**config.mk**
```make
export PLATFORM = sky130hd
export DESIGN_NAME = circular_server_assigner
export DESIGN_NICKNAME = d
export VERILOG_FILES = /design/src/sv/csa_pkg.sv /design/src/sv/circular_server_assigner.sv /design/src/sv/csa_ram.sv /design/src/sv/csa_controller.sv /design/src/sv/csa_datapath.sv
export SDC_FILE = /design/constraint.sdc
export NUM_CORES = 2
export LEC_CHECK = 0
export ABC_AREA = 1
export BUFFER_PORTS_ARGS = -buffer_cell sky130_fd_sc_hd__buf_2
export CAP_MARGIN = 20
export CORE_ASPECT_RATIO = 0.9
export CORE_MARGIN = 2
export CORE_UTILIZATION = 35
export CTS_BUF_LIST = sky130_fd_sc_hd__clkbuf_8
export CTS_CLUSTER_DIAMETER = 150
export DETAILED_ROUTE_END_ITERATION = 7
export PLACE_DENSITY = 0.48
export SLEW_MARGIN = 20
export SYNTH_ARGS = -nofsm -noshare
export SYNTH_HDL_FRONTEND = slang
export SYNTH_HIERARCHICAL = 1
export SYNTH_SLANG_ARGS = --single-unit
```
**constraint.sdc**
```tcl
create_clock -name clock -period 15.9 [get_ports clock]
set_input_delay 1.59 -clock clock [delete_from_list [all_inputs] [get_ports clock]]
set_output_delay 1.59 -clock clock [all_outputs]
set_load 0.005 [all_outputs]
```
**src/sv/csa_pkg.sv**
```systemverilog
// Package for the circular server assigner: result kind codes, field widths
// and the command and status structs between the controller and the datapath.
// No dependencies.
package csa_pkg;

   localparam int DATA_W   = 32;
   localparam int KIND_W   = 2;
   localparam int SERVER_W = 4;
   localparam int CSR_W    = 5;

   // Result kinds.
   localparam logic [KIND_W-1:0] KIND_ASSIGNED = 2'd0;
   localparam logic [KIND_W-1:0] KIND_DROPPED  = 2'd1;
   localparam logic [KIND_W-1:0] KIND_BUSIEST  = 2'd2;

   // Requested action.
   localparam logic ACTION_ASSIGN = 1'b0;
   localparam logic ACTION_REPORT = 1'b1;

   // Commands from the controller to the datapath.
   typedef struct packed {
      logic accept;     // latch a new request and issue the first read
      logic step;       // move to the next server entry
      logic to_list;    // restart the scan at server 0 for the listing pass
      logic track_max;  // fold the current count into the running maximum
      logic commit;     // assign the current server and emit the result
      logic drop;       // emit a dropped result
      logic list_emit;  // emit the current server as a busiest entry
   } csa_cmd_type;

   // Status from the datapath to the controller.
   typedef struct packed {
      logic free;        // current server is free at the arrival time
      logic search_end;  // current entry is the last one of the search
      logic last_entry;  // current index is the last server in use
      logic match;       // current count equals the largest count
      logic last_match;  // current index is the last one holding that count
      logic slot_free;   // the result register can take a result this cycle
   } csa_status_type;

endpackage

```
**src/sv/circular_server_assigner.sv**
```systemverilog
// Top level of the circular server assigner.
// Depends on csa_pkg, csa_controller, csa_datapath and csa_ram.
//
// The block hands requests to a ring of servers. Each assign request
// starts its search one server past where the previous request started,
// wrapping at the number of servers in use, and takes the first server
// whose finish time is at most the request's arrival time. That server's
// finish time becomes arrival plus service time (saturating) and its served
// count rises by one (saturating); the result reports the server and its new
// count. When every server is busy the request comes back as dropped. A
// report request lists every server whose served count equals the largest
// count, in index order, one result each, with last set on the final one.
// The server tables sit in two RAMs with a registered read and are
// examined one entry per clock while the result channel does not stall. An
// assign request is accepted and then examines servers from its start point
// until one is free or all have been tried. A report makes one pass over all
// servers in use to find the largest count, and a second pass walks from
// server 0 and stops at the last server that holds that count. Stalls on the
// result channel hold the scan. A new request is taken as soon as the
// previous one has placed its last result in the output register, even while
// that result still waits to be taken. The server count register may be
// written at any time the block is idle; it is clamped to 1..MAX_SERVERS.
module circular_server_assigner #(
   parameter int MAX_SERVERS = 16
) (
   input  logic                         clock,
   input  logic                         reset,
   // Request channel.
   input  logic                         req_valid,
   output logic                         req_ready,
   input  logic                         req_action,
   input  logic [csa_pkg::DATA_W-1:0]   req_arrival_time,
   input  logic [csa_pkg::DATA_W-1:0]   req_service_time,
   // Result channel.
   output logic                         rsp_valid,
   input  logic                         rsp_ready,
   output logic [csa_pkg::KIND_W-1:0]   rsp_kind,
   output logic [csa_pkg::SERVER_W-1:0] rsp_server,
   output logic [csa_pkg::DATA_W-1:0]   rsp_served,
   output logic                         rsp_last,
   // Configuration write channel: number of servers in use.
   input  logic                         csr_valid,
   output logic                         csr_ready,
   input  logic [csa_pkg::CSR_W-1:0]    csr_num_servers
);

   import csa_pkg::*;

   csa_cmd_type    cmd;
   csa_status_type status;

   // The configuration register takes a write in any cycle.
   assign csr_ready = 1'b1;

   // The controller sequences the search, the maximum pass and the listing pass.
   csa_controller u_controller (
      .clock      (clock),
      .reset      (reset),
      .req_valid  (req_valid),
      .req_action (req_action),
      .req_ready  (req_ready),
      .status     (status),
      .cmd        (cmd)
   );

   // The datapath owns all server state and the result register.
   csa_datapath #(.MAX_SERVERS(MAX_SERVERS)) u_datapath (
      .clock            (clock),
      .reset            (reset),
      .req_action       (req_action),
      .req_arrival_time (req_arrival_time),
      .req_service_time (req_service_time),
      .csr_write        (csr_valid),
      .csr_num_servers  (csr_num_servers),
      .cmd              (cmd),
      .status           (status),
      .rsp_ready        (rsp_ready),
      .rsp_valid        (rsp_valid),
      .rsp_kind         (rsp_kind),
      .rsp_server       (rsp_server),
      .rsp_served       (rsp_served),
      .rsp_last         (rsp_last)
   );

endmodule

```
**src/sv/csa_ram.sv**
```systemverilog
// Generic single-port-write, single-port-read RAM with a registered read.
// No dependencies.
module csa_ram #(
   parameter int WIDTH = 32,
   parameter int DEPTH = 16
) (
   input  logic                                        clock,
   input  logic                                        wr_en,
   input  logic [((DEPTH > 1) ? $clog2(DEPTH) : 1)-1:0] wr_addr,
   input  logic [WIDTH-1:0]                            wr_data,
   input  logic [((DEPTH > 1) ? $clog2(DEPTH) : 1)-1:0] rd_addr,
   output logic [WIDTH-1:0]                            rd_data
);

   logic [WIDTH-1:0] mem_ff [DEPTH];
   logic [WIDTH-1:0] rd_data_ff;

   always_ff @(posedge clock) begin
      if (wr_en) begin
         mem_ff[wr_addr] <= wr_data;
      end
      rd_data_ff <= mem_ff[rd_addr];
   end

   assign rd_data = rd_data_ff;

endmodule

```
**src/sv/csa_controller.sv**
```systemverilog
// Controller state machine of the circular server assigner.
// Depends on csa_pkg for the command and status structs.
module csa_controller (
   input  logic                    clock,
   input  logic                    reset,
   input  logic                    req_valid,
   input  logic                    req_action,
   output logic                    req_ready,
   input  csa_pkg::csa_status_type status,
   output csa_pkg::csa_cmd_type    cmd
);

   import csa_pkg::*;

   typedef enum logic [3:0] {
      S_IDLE      = 4'b0001,
      S_REQ_SCAN  = 4'b0010,
      S_MAX_SCAN  = 4'b0100,
      S_LIST_SCAN = 4'b1000
   } state_type;

   state_type state_ff;
   state_type state_in;

   always_comb begin
      state_in  = state_ff;
      cmd       = '0;
      req_ready = 1'b0;
      unique case (state_ff)
         S_IDLE: begin
            req_ready = 1'b1;
            if (req_valid) begin
               cmd.accept = 1'b1;
               state_in   = (req_action == ACTION_REPORT) ? S_MAX_SCAN : S_REQ_SCAN;
            end
         end
         S_REQ_SCAN: begin
            if (status.free) begin
               if (status.slot_free) begin
                  cmd.commit = 1'b1;
                  state_in   = S_IDLE;
               end
            end else if (status.search_end) begin
               if (status.slot_free) begin
                  cmd.drop = 1'b1;
                  state_in = S_IDLE;
               end
            end else begin
               cmd.step = 1'b1;
            end
         end
         S_MAX_SCAN: begin
            cmd.track_max = 1'b1;
            if (status.last_entry) begin
               cmd.to_list = 1'b1;
               state_in    = S_LIST_SCAN;
            end else begin
               cmd.step = 1'b1;
            end
         end
         S_LIST_SCAN: begin
            if (status.match) begin
               if (status.slot_free) begin
                  cmd.list_emit = 1'b1;
                  if (status.last_match) begin
                     state_in = S_IDLE;
                  end else begin
                     cmd.step = 1'b1;
                  end
               end
            end else begin
               cmd.step = 1'b1;
            end
         end
         default: begin
            state_in = S_IDLE;
         end
      endcase
   end

   always_ff @(posedge clock) begin
      if (reset) begin
         state_ff <= S_IDLE;
      end else begin
         state_ff <= state_in;
      end
   end

endmodule

```
**src/sv/csa_datapath.sv**
```systemverilog
// Datapath of the circular server assigner: server tables, scan index,
// start pointer, running maximum and the result register.
// Depends on csa_pkg and csa_ram.
module csa_datapath #(
   parameter int MAX_SERVERS = 16
) (
   input  logic                              clock,
   input  logic                              reset,
   input  logic                              req_action,
   input  logic [csa_pkg::DATA_W-1:0]        req_arrival_time,
   input  logic [csa_pkg::DATA_W-1:0]        req_service_time,
   input  logic                              csr_write,
   input  logic [csa_pkg::CSR_W-1:0]         csr_num_servers,
   input  csa_pkg::csa_cmd_type              cmd,
   output csa_pkg::csa_status_type           status,
   input  logic                              rsp_ready,
   output logic                              rsp_valid,
   output logic [csa_pkg::KIND_W-1:0]        rsp_kind,
   output logic [csa_pkg::SERVER_W-1:0]      rsp_server,
   output logic [csa_pkg::DATA_W-1:0]        rsp_served,
   output logic                              rsp_last
);

   import csa_pkg::*;

   localparam int IDX_W   = (MAX_SERVERS > 1) ? $clog2(MAX_SERVERS) : 1;
   localparam int CNT_W   = $clog2(MAX_SERVERS + 1);
   localparam int N_RESET = (MAX_SERVERS < 16) ? MAX_SERVERS : 16;

   logic [CNT_W-1:0]       n_ff, n_in;
   logic [IDX_W-1:0]       sp_ff, sp_in;
   logic [IDX_W-1:0]       idx_ff, idx_in;
   logic [CNT_W-1:0]       cnt_ff, cnt_in;
   logic [DATA_W-1:0]      arrival_ff, arrival_in;
   logic [DATA_W-1:0]      service_ff, service_in;
   logic [DATA_W-1:0]      best_ff, best_in;
   logic [IDX_W-1:0]       last_idx_ff, last_idx_in;
   logic [MAX_SERVERS-1:0] valid_ff, valid_in;
   logic                   rd_valid_ff;
   logic                   rsp_valid_ff, rsp_valid_in;
   logic [KIND_W-1:0]      rsp_kind_ff, rsp_kind_in;
   logic [SERVER_W-1:0]    rsp_server_ff, rsp_server_in;
   logic [DATA_W-1:0]      rsp_served_ff, rsp_served_in;
   logic                   rsp_last_ff, rsp_last_in;

   logic [CNT_W-1:0]  n_clamped;
   logic [CNT_W-1:0]  idx_next_wide;
   logic              last_entry;
   logic [IDX_W-1:0]  idx_next;
   logic [IDX_W-1:0]  start_idx;
   logic [IDX_W-1:0]  sp_next;
   logic [IDX_W-1:0]  rd_addr;
   logic [DATA_W-1:0] fin_q, cnt_q;
   logic [DATA_W-1:0] fin_rd, cnt_rd;
   logic [DATA_W:0]   sum_wide;
   logic [DATA_W-1:0] fin_wr, cnt_wr;
   logic              slot_free;

   // Register value clamped into 1..MAX_SERVERS.
   always_comb begin
      if (csr_num_servers == '0) begin
         n_clamped = CNT_W'(1);
      end else if (int'(csr_num_servers) > MAX_SERVERS) begin
         n_clamped = CNT_W'(MAX_SERVERS);
      end else begin
         n_clamped = CNT_W'(csr_num_servers);
      end
   end

   assign idx_next_wide = CNT_W'(idx_ff) + CNT_W'(1);
   assign last_entry    = (idx_next_wide == n_ff);
   assign idx_next      = last_entry ? '0 : IDX_W'(idx_next_wide);
   assign start_idx     = ((req_action == ACTION_ASSIGN) && (CNT_W'(sp_ff) < n_ff)) ? sp_ff : '0;
   assign sp_next       = ((CNT_W'(sp_ff) + CNT_W'(1)) == n_ff) ? '0 : IDX_W'(CNT_W'(sp_ff) + CNT_W'(1));

   always_comb begin
      priority if (cmd.accept) begin
         rd_addr = start_idx;
      end else if (cmd.step) begin
         rd_addr = idx_next;
      end else if (cmd.to_list) begin
         rd_addr = '0;
      end else begin
         rd_addr = idx_ff;
      end
   end

   csa_ram #(.WIDTH(DATA_W), .DEPTH(MAX_SERVERS)) u_finish_ram (
      .clock   (clock),
      .wr_en   (cmd.commit),
      .wr_addr (idx_ff),
      .wr_data (fin_wr),
      .rd_addr (rd_addr),
      .rd_data (fin_q)
   );

   csa_ram #(.WIDTH(DATA_W), .DEPTH(MAX_SERVERS)) u_count_ram (
      .clock   (clock),
      .wr_en   (cmd.commit),
      .wr_addr (idx_ff),
      .wr_data (cnt_wr),
      .rd_addr (rd_addr),
      .rd_data (cnt_q)
   );

   // Entries never written read as zero.
   assign fin_rd = rd_valid_ff ? fin_q : '0;
   assign cnt_rd = rd_valid_ff ? cnt_q : '0;

   assign sum_wide = {1'b0, arrival_ff} + {1'b0, service_ff};
   assign fin_wr   = sum_wide[DATA_W] ? '1 : sum_wide[DATA_W-1:0];
   assign cnt_wr   = (cnt_rd == '1) ? cnt_rd : cnt_rd + DATA_W'(1);

   assign slot_free = !rsp_valid_ff || rsp_ready;

   assign status.free       = (fin_rd <= arrival_ff);
   assign status.search_end = ((cnt_ff + CNT_W'(1)) == n_ff);
   assign status.last_entry = last_entry;
   assign status.match      = (cnt_rd == best_ff);
   assign status.last_match = (idx_ff == last_idx_ff);
   assign status.slot_free  = slot_free;

   always_comb begin
      n_in          = csr_write ? n_clamped : n_ff;
      idx_in        = rd_addr;
      sp_in         = sp_ff;
      cnt_in        = cnt_ff;
      arrival_in    = arrival_ff;
      service_in    = service_ff;
      best_in       = best_ff;
      last_idx_in   = last_idx_ff;
      valid_in      = valid_ff;
      rsp_valid_in  = rsp_valid_ff && !rsp_ready;
      rsp_kind_in   = rsp_kind_ff;
      rsp_server_in = rsp_server_ff;
      rsp_served_in = rsp_served_ff;
      rsp_last_in   = rsp_last_ff;

      if (cmd.accept) begin
         arrival_in  = req_arrival_time;
         service_in  = req_service_time;
         cnt_in      = '0;
         best_in     = '0;
         last_idx_in = '0;
         if (req_action == ACTION_ASSIGN) begin
            sp_in = start_idx;
         end
      end
      if (cmd.step) begin
         cnt_in = cnt_ff + CNT_W'(1);
      end
      if (cmd.track_max && (cnt_rd >= best_ff)) begin
         best_in     = cnt_rd;
         last_idx_in = idx_ff;
      end
      if (cmd.commit) begin
         valid_in[idx_ff] = 1'b1;
         sp_in            = sp_next;
         rsp_valid_in     = 1'b1;
         rsp_kind_in      = KIND_ASSIGNED;
         rsp_server_in    = SERVER_W'(idx_ff);
         rsp_served_in    = cnt_wr;
         rsp_last_in      = 1'b1;
      end
      if (cmd.drop) begin
         sp_in         = sp_next;
         rsp_valid_in  = 1'b1;
         rsp_kind_in   = KIND_DROPPED;
         rsp_server_in = '0;
         rsp_served_in = '0;
         rsp_last_in   = 1'b1;
      end
      if (cmd.list_emit) begin
         rsp_valid_in  = 1'b1;
         rsp_kind_in   = KIND_BUSIEST;
         rsp_server_in = SERVER_W'(idx_ff);
         rsp_served_in = cnt_rd;
         rsp_last_in   = status.last_match;
      end
   end

   always_ff @(posedge clock) begin
      if (reset) begin
         n_ff         <= CNT_W'(N_RESET);
         sp_ff        <= '0;
         idx_ff       <= '0;
         cnt_ff       <= '0;
         valid_ff     <= '0;
         rd_valid_ff  <= 1'b0;
         rsp_valid_ff <= 1'b0;
      end else begin
         n_ff         <= n_in;
         sp_ff        <= sp_in;
         idx_ff       <= idx_in;
         cnt_ff       <= cnt_in;
         valid_ff     <= valid_in;
         rd_valid_ff  <= valid_ff[rd_addr];
         rsp_valid_ff <= rsp_valid_in;
      end
   end

   always_ff @(posedge clock) begin
      arrival_ff    <= arrival_in;
      service_ff    <= service_in;
      best_ff       <= best_in;
      last_idx_ff   <= last_idx_in;
      rsp_kind_ff   <= rsp_kind_in;
      rsp_server_ff <= rsp_server_in;
      rsp_served_ff <= rsp_served_in;
      rsp_last_ff   <= rsp_last_in;
   end

   assign rsp_valid  = rsp_valid_ff;
   assign rsp_kind   = rsp_kind_ff;
   assign rsp_server = rsp_server_ff;
   assign rsp_served = rsp_served_ff;
   assign rsp_last   = rsp_last_ff;

endmodule

```
[Word level (Yosys, flattened, before mapping)]
Memory sizes are Yosys's and may differ from the RTL's. A register that Yosys moved wholly into a read port is not among the register bits.
Cells that the tools add are included.
Storage, ports and cells
  logic and storage cells: 135
  memories kept: 2
  bits of input ports: 75
  output and inout port bits: 42
  flip-flop bits (word level): 179
  RAM bits: 1024
Memory list
  u_datapath.u_count_ram.mem_ff: words 16, bits a word 32, read ports 1, clocked after Yosys merged registers in 1, write ports 1, RTL line csa_ram.sv:15  | logic [WIDTH-1:0] mem_ff [DEPTH];
  u_datapath.u_finish_ram.mem_ff: words 16, bits a word 32, read ports 1, clocked after Yosys merged registers in 1, write ports 1, RTL line csa_ram.sv:15
Operators by class
  reductions and logical operators: 15
  add/sub/neg operators: 5
  mux-type cells: 71
  order comparisons: 7
  equality and inequality tests: 17
  bitwise logic cells: 2
Operator list (number)
  32-bit 2-to-1 mux: 9
  4-bit 2-to-1 mux: 23
  32-bit by 32-bit adder with 33-bit output: 1
  32-bit by 1-bit adder with 32-bit output, second input constant: 1
  32-bit == test: 1
  32-bit == test, second input constant: 1
  32-bit greater-or-equal comparator: 1
  32-bit less-or-equal comparator: 1
  1-bit 2-to-1 mux: 26
  5-bit 2-to-1 mux: 4
  16-bit bitwise OR: 1
  4-bit case mux with 4 select lines: 1
  5-bit == test: 3
  4-bit by 1-bit adder with 5-bit output, second input constant: 2
  4-bit by 5-bit < comparator with 1-bit output, second input constant: 2
  2-bit 2-to-1 mux: 4
  2-bit inequality test, second input constant: 3
  6-bit AND reduction: 1
  2-bit nonzero test: 3
  3-bit nonzero test: 2
  5-bit by 1-bit adder with 5-bit output, second input constant: 1
  5-bit > comparator, second input constant: 1
  5-bit logical NOT: 1
  4-bit by 5-bit < comparator with 1-bit output: 1
  18 further kinds: 23

[Logic depth before layout (Yosys ltp)]
  depth in word-level cells: 9
  gate-level depth with buffers: 33
  mapped depth without buffers: 26

[Cells and area by module]
The synthesis kept the hierarchy.
Modules (own cells, without submodules)
  csa_ram at u_datapath.u_finish_ram: area each 22744.3 um^2, cells each 2120, instances 1, seq. area each 16015.4 um^2
  csa_ram at u_datapath.u_count_ram: area each 22730.6 um^2, cells each 2120, instances 1, seq. area each 16015.4 um^2
  csa_datapath: area each 12074.1 um^2, cells each 1497, instances 1, seq. area each 4874.7 um^2
  csa_controller: area each 350.3 um^2, cells each 63, instances 1, seq. area each 80.1 um^2
  circular_server_assigner: area each 11.3 um^2, cells each 2, instances 1, seq. area each 0.0 um^2

[Worst setup path before layout]
Ideal clock, no wire load.
  path kind: input to register
  from: in req_valid
  to: reg u_datapath.u_finish_ram.rd_data_ff[10] (netlist: u_datapath/u_finish_ram/rd_data[10]), read port of u_datapath.u_finish_ram.mem_ff
  setup slack: 9.729 ns
  path buffers: 4
  setup time: 0.114 ns
  required time: 15.786 ns
  arrival: 6.058 ns
  cell stages on the path: 17
  cells stage by stage: inv_1 nor2_1 clkbuf_1 inv_1 o31ai_1 inv_1 nand2_1 nand2_2 inv_1 buf_6 buf_6 buf_2 nand2_1 nand3_1 nand3_1 nand3_1 nand2_1
RTL lines
  start: declaration: RTL line circular_server_assigner.sv:29  | input logic req_valid,
  end: declaration: RTL line csa_ram.sv:16  | logic [WIDTH-1:0] rd_data_ff;

==> flow_metrics.tcl <==
set metrics [dict create \
    min_period_over_period_pct 48.90 \
    die_w_um 432.8 \
    setup_viol 0 \
    grt.overflow.total 0 \
    clk_pin_slew_ns 0.06 \
    clock_skew_ns 0.04122 \
    vias 39407 \
    yosys_warnings 6 \
    clockBufferDepth 3 \
    crit_start "u_datapath/rd_valid_ff" \
    portBuffers 115 \
    outcome "finished with violations" \
    synth_area_mm2 0.05791 \
    die_area_mm2 0.1687 \
    post_route_cells_drive_above_1_share_pct 9.331 \
    layout_common_cells "1,656 x nand2_1, 1,161 x edfxtp_1, 1,129 x inv_1" \
    gp_congestion 0.8669 \
    syn-instance-count 5802 \
    hold_depth 2 \
    finalNetCount 6134 \
    wire_per_inst_um 19.91 \
    period_needed_ns 7.775 \
    area_delta_synth_final_pct 11.11 \
    layout_commonest_cell "nand2_1" \
    cts_num_sinks 1267 \
    hold_class "reg -> reg" \
    fin_setup_tns_ns 0 \
    cts-root-buf "clkbuf_8" \
    rsz0062_at_grt "no" \
    synth-edff-count 1161 \
    rows 141 \
    p_per_area_mw_per_mm2 171.3 \
    post_cts_resized 0 \
    grt_max_degree 177 \
    antenna_found_initial 4 \
    cp-endpoint "u_datapath/u_count_ram/rd_data[22]" \
    post_cts_buffers 0 \
    multi_input_area_mm2 0.01562 \
    drc 9 \
    critPathTopFamily "simple AND/OR/NAND/NOR gates" \
    cp_slowest_stage_delay_ns 0.79 \
    violations "DRC" \
    boundaryPins 117 \
    p_leak_nw 27.70 \
    worst-r2r-cell-count 21 \
    cp.required_ns 16.72 \
    placed_cells 7961 \
    cts_tree "done" \
    max_freq_ghz 0.1286 \
    dominantRegCellSynth "edfxtp_1" \
    async_reset_ff_share_pct 0 \
    worstPathCellList "buf_4, nand2_1, inv_1, ha_1, nand2_1, nor3_1, nand3_1, nor3_1, inv_1, nand3_1, o2111ai_1, nor2_1, nand3_1, nand3_4, buf_12, inv_4, buf_4, nand3_1, nand3_1, nand3_1, nand2_1" \
    ys_seq_area_share_pct 63.87 \
    cpMaxStageDelayCell "nor3_1" \
    ctsHtreeMaxLevel 4 \
    fp.dieH_um 389.9 \
    track_usage_pct 19.62 \
    syn_nets 5984 \
    r2r_end "u_datapath/u_count_ram/rd_data[22]" \
    slew_headroom_pct 22.90 \
    critPathCaptureType "flip-flop" \
    path_buf_inv 6 \
    maxCapViolations 0 \
    rrSetupSlack_ns 8.13 \
    drtIter0Drc 2731 \
    firstDrtPassIters 8 \
    dp_hpwl_mm 89.93 \
    start_kind "flip-flop" \
    synth_cell_type_count 64 \
    holdBufCountCts 0 \
    fill_cells 16270 \
    clk_latency_ns 0.95 \
    seqCellArea_mm2 0.03699 \
    worstReg2RegStart "u_datapath/rd_valid_ff" \
    yosys_register_bits 1267 \
    tightest_slew_ns 1.155 \
    cp.arrival_ns 8.60 \
    wl_mm 166.3 \
    start_util_pct 35.26 \
    vias_per_cell 4.718 \
    cts_buffers 205 \
    ir_drop_mv 0.2181 \
    min_from "u_datapath/rsp_kind[1]" \
    slew_viol_final 0 \
    synth.avg_cell_area_um2 9.981 \
    cp_common_cell "nand3_1" \
    hold_violations 0 \
    grt_pass1_vias 38303 \
    postRouteAntennaNets 0 \
    cp_max_fo 126 \
    critical_path_depth 21 \
    grt_pass1_wl_mm 247.1 \
    instances_no_fill 8352 \
    core_mm2 0.1642 \
    crit_type "reg -> reg" \
]
-- logic make-up (layout without fill, tap and decap cells) --
kind of cell    count (synthesis)  in the layout  share of synthesized area [%]
simple gates                 2851           2851                          21.13
buf+inv                      1301           1629                          9.660
flops                        1267           1267                          63.87
compound gates                222            222                          2.215
fa+ha+maj                     107            107                          2.325
xor+xnor                       53             53                         0.8016
other cells                     1              7                       0.006476
-- per-stage QoR --
step	total power, W	setup slack (ns)	hold WS (ns)	cell area, µm²	utilization (%)
2_1_floorplan	0.007457	9.729	0.4359	57910	-
3_3_place_gp	0.008468	8.338	0.4349	60510	36.84
3_5_place_dp	0.008477	8.279	0.4420	60510	36.84
4_1_cts	0.01118	8.236	0.4581	64330	39.17
5_1_grt	0.01177	7.683	0.4819	64340	39.17
6_report	0.01102	8.125	0.4557	64350	39.18
-- area by class of cell --
class                      count  area share, %
multi-input combinational   3234          24.27
clock inverter               162          1.167
clock buffer                 223          4.770
tap                         2216          4.309
antenna                        6        0.02333
timing repair buffer         183          1.727
inverter                    1061          6.248
sequential                  1267          57.48
-- worst min-delay path, stage by stage (launching register included) --
cell and delay (ns):
dfxtp_1 0.31, nand2_1 0.06, nand2_1 0.04
-- per-layer routing --
metal  global-route usage, %  up-vias  wire [µm]
met3                   2.916      277       7272
met5                       0        -          0
met2                   32.17      905      77960
met4                   6.287        0       4593
met1                   26.67    19024      76440
li1                        -    19201          -
-- power by group --
part / total [W] / switching [W] / internal, W
Combinational: 0.00383 / 0.00282 / 0.00101
Sequential: 0.00453 / 0.000192 / 0.00433
Clock: 0.00267 / 0.00134 / 0.00132
Total: 0.0110 / 0.00435 / 0.00667
-- cells in the mapped netlist, types with 5 or more instances --
library cell | count | area [µm²]
o21ai_0 | 49 | 245.2
a21oi_1 | 103 | 515.5
nand2_4 | 8 | 90.09
buf_4 | 21 | 157.7
ha_1 | 106 | 1326
o22ai_1 | 6 | 37.54
buf_1 | 33 | 123.9
clkbuf_1 | 31 | 116.4
xnor2_1 | 20 | 175.2
inv_2 | 12 | 45.04
nor2_1 | 183 | 686.9
nand4_1 | 26 | 162.7
xor2_1 | 33 | 289.0
edfxtp_1 | 1161 | 34860
nand3_1 | 874 | 4374
o21ai_1 | 15 | 75.07
nor3_1 | 23 | 115.1
or2_2 | 8 | 50.05
nor2_2 | 11 | 68.82
buf_6 | 60 | 675.7
nor4_1 | 8 | 50.05
buf_2 | 91 | 455.4
nand3b_1 | 6 | 45.04
o21bai_1 | 5 | 37.54
nand2_2 | 28 | 175.2
o211ai_1 | 11 | 82.58
nand2_1 | 1657 | 6220
a21o_1 | 6 | 45.04
inv_1 | 1045 | 3923
dfxtp_1 | 106 | 2122
-- registers in the layout, indices dropped and copies added, names as in the netlist --
register	count
u_datapath/u_finish_ram/rd_data	32
u_datapath/rsp_served	32
u_datapath/arrival_ff	32
u_datapath/rsp_valid	1
u_datapath/u_finish_ram/mem_ff	512
u_datapath/n_ff	5
u_controller/state_ff	4
u_datapath/idx_ff	4
u_datapath/service_ff	32
u_datapath/rsp_last	1
u_datapath/rsp_server	4
u_datapath/cnt_ff	5
u_datapath/last_idx_ff	4
u_datapath/u_count_ram/rd_data	32
u_datapath/rsp_kind	2
u_datapath/sp_ff	4
u_datapath/rd_valid_ff	1
u_datapath/best_ff	32
u_datapath/valid_ff	16
u_datapath/u_count_ram/mem_ff	512
-- worst min path at each step --
stage	endpoint
6_report	u_datapath/rsp_kind[1]
3_3_place_gp	u_datapath/rsp_kind[1]
2_1_floorplan	u_datapath/valid_ff[0]
5_1_grt	u_datapath/valid_ff[15]
4_1_cts	u_datapath/rsp_kind[1]
3_5_place_dp	u_datapath/rsp_kind[1]
Power figures use the tool's default switching activity.
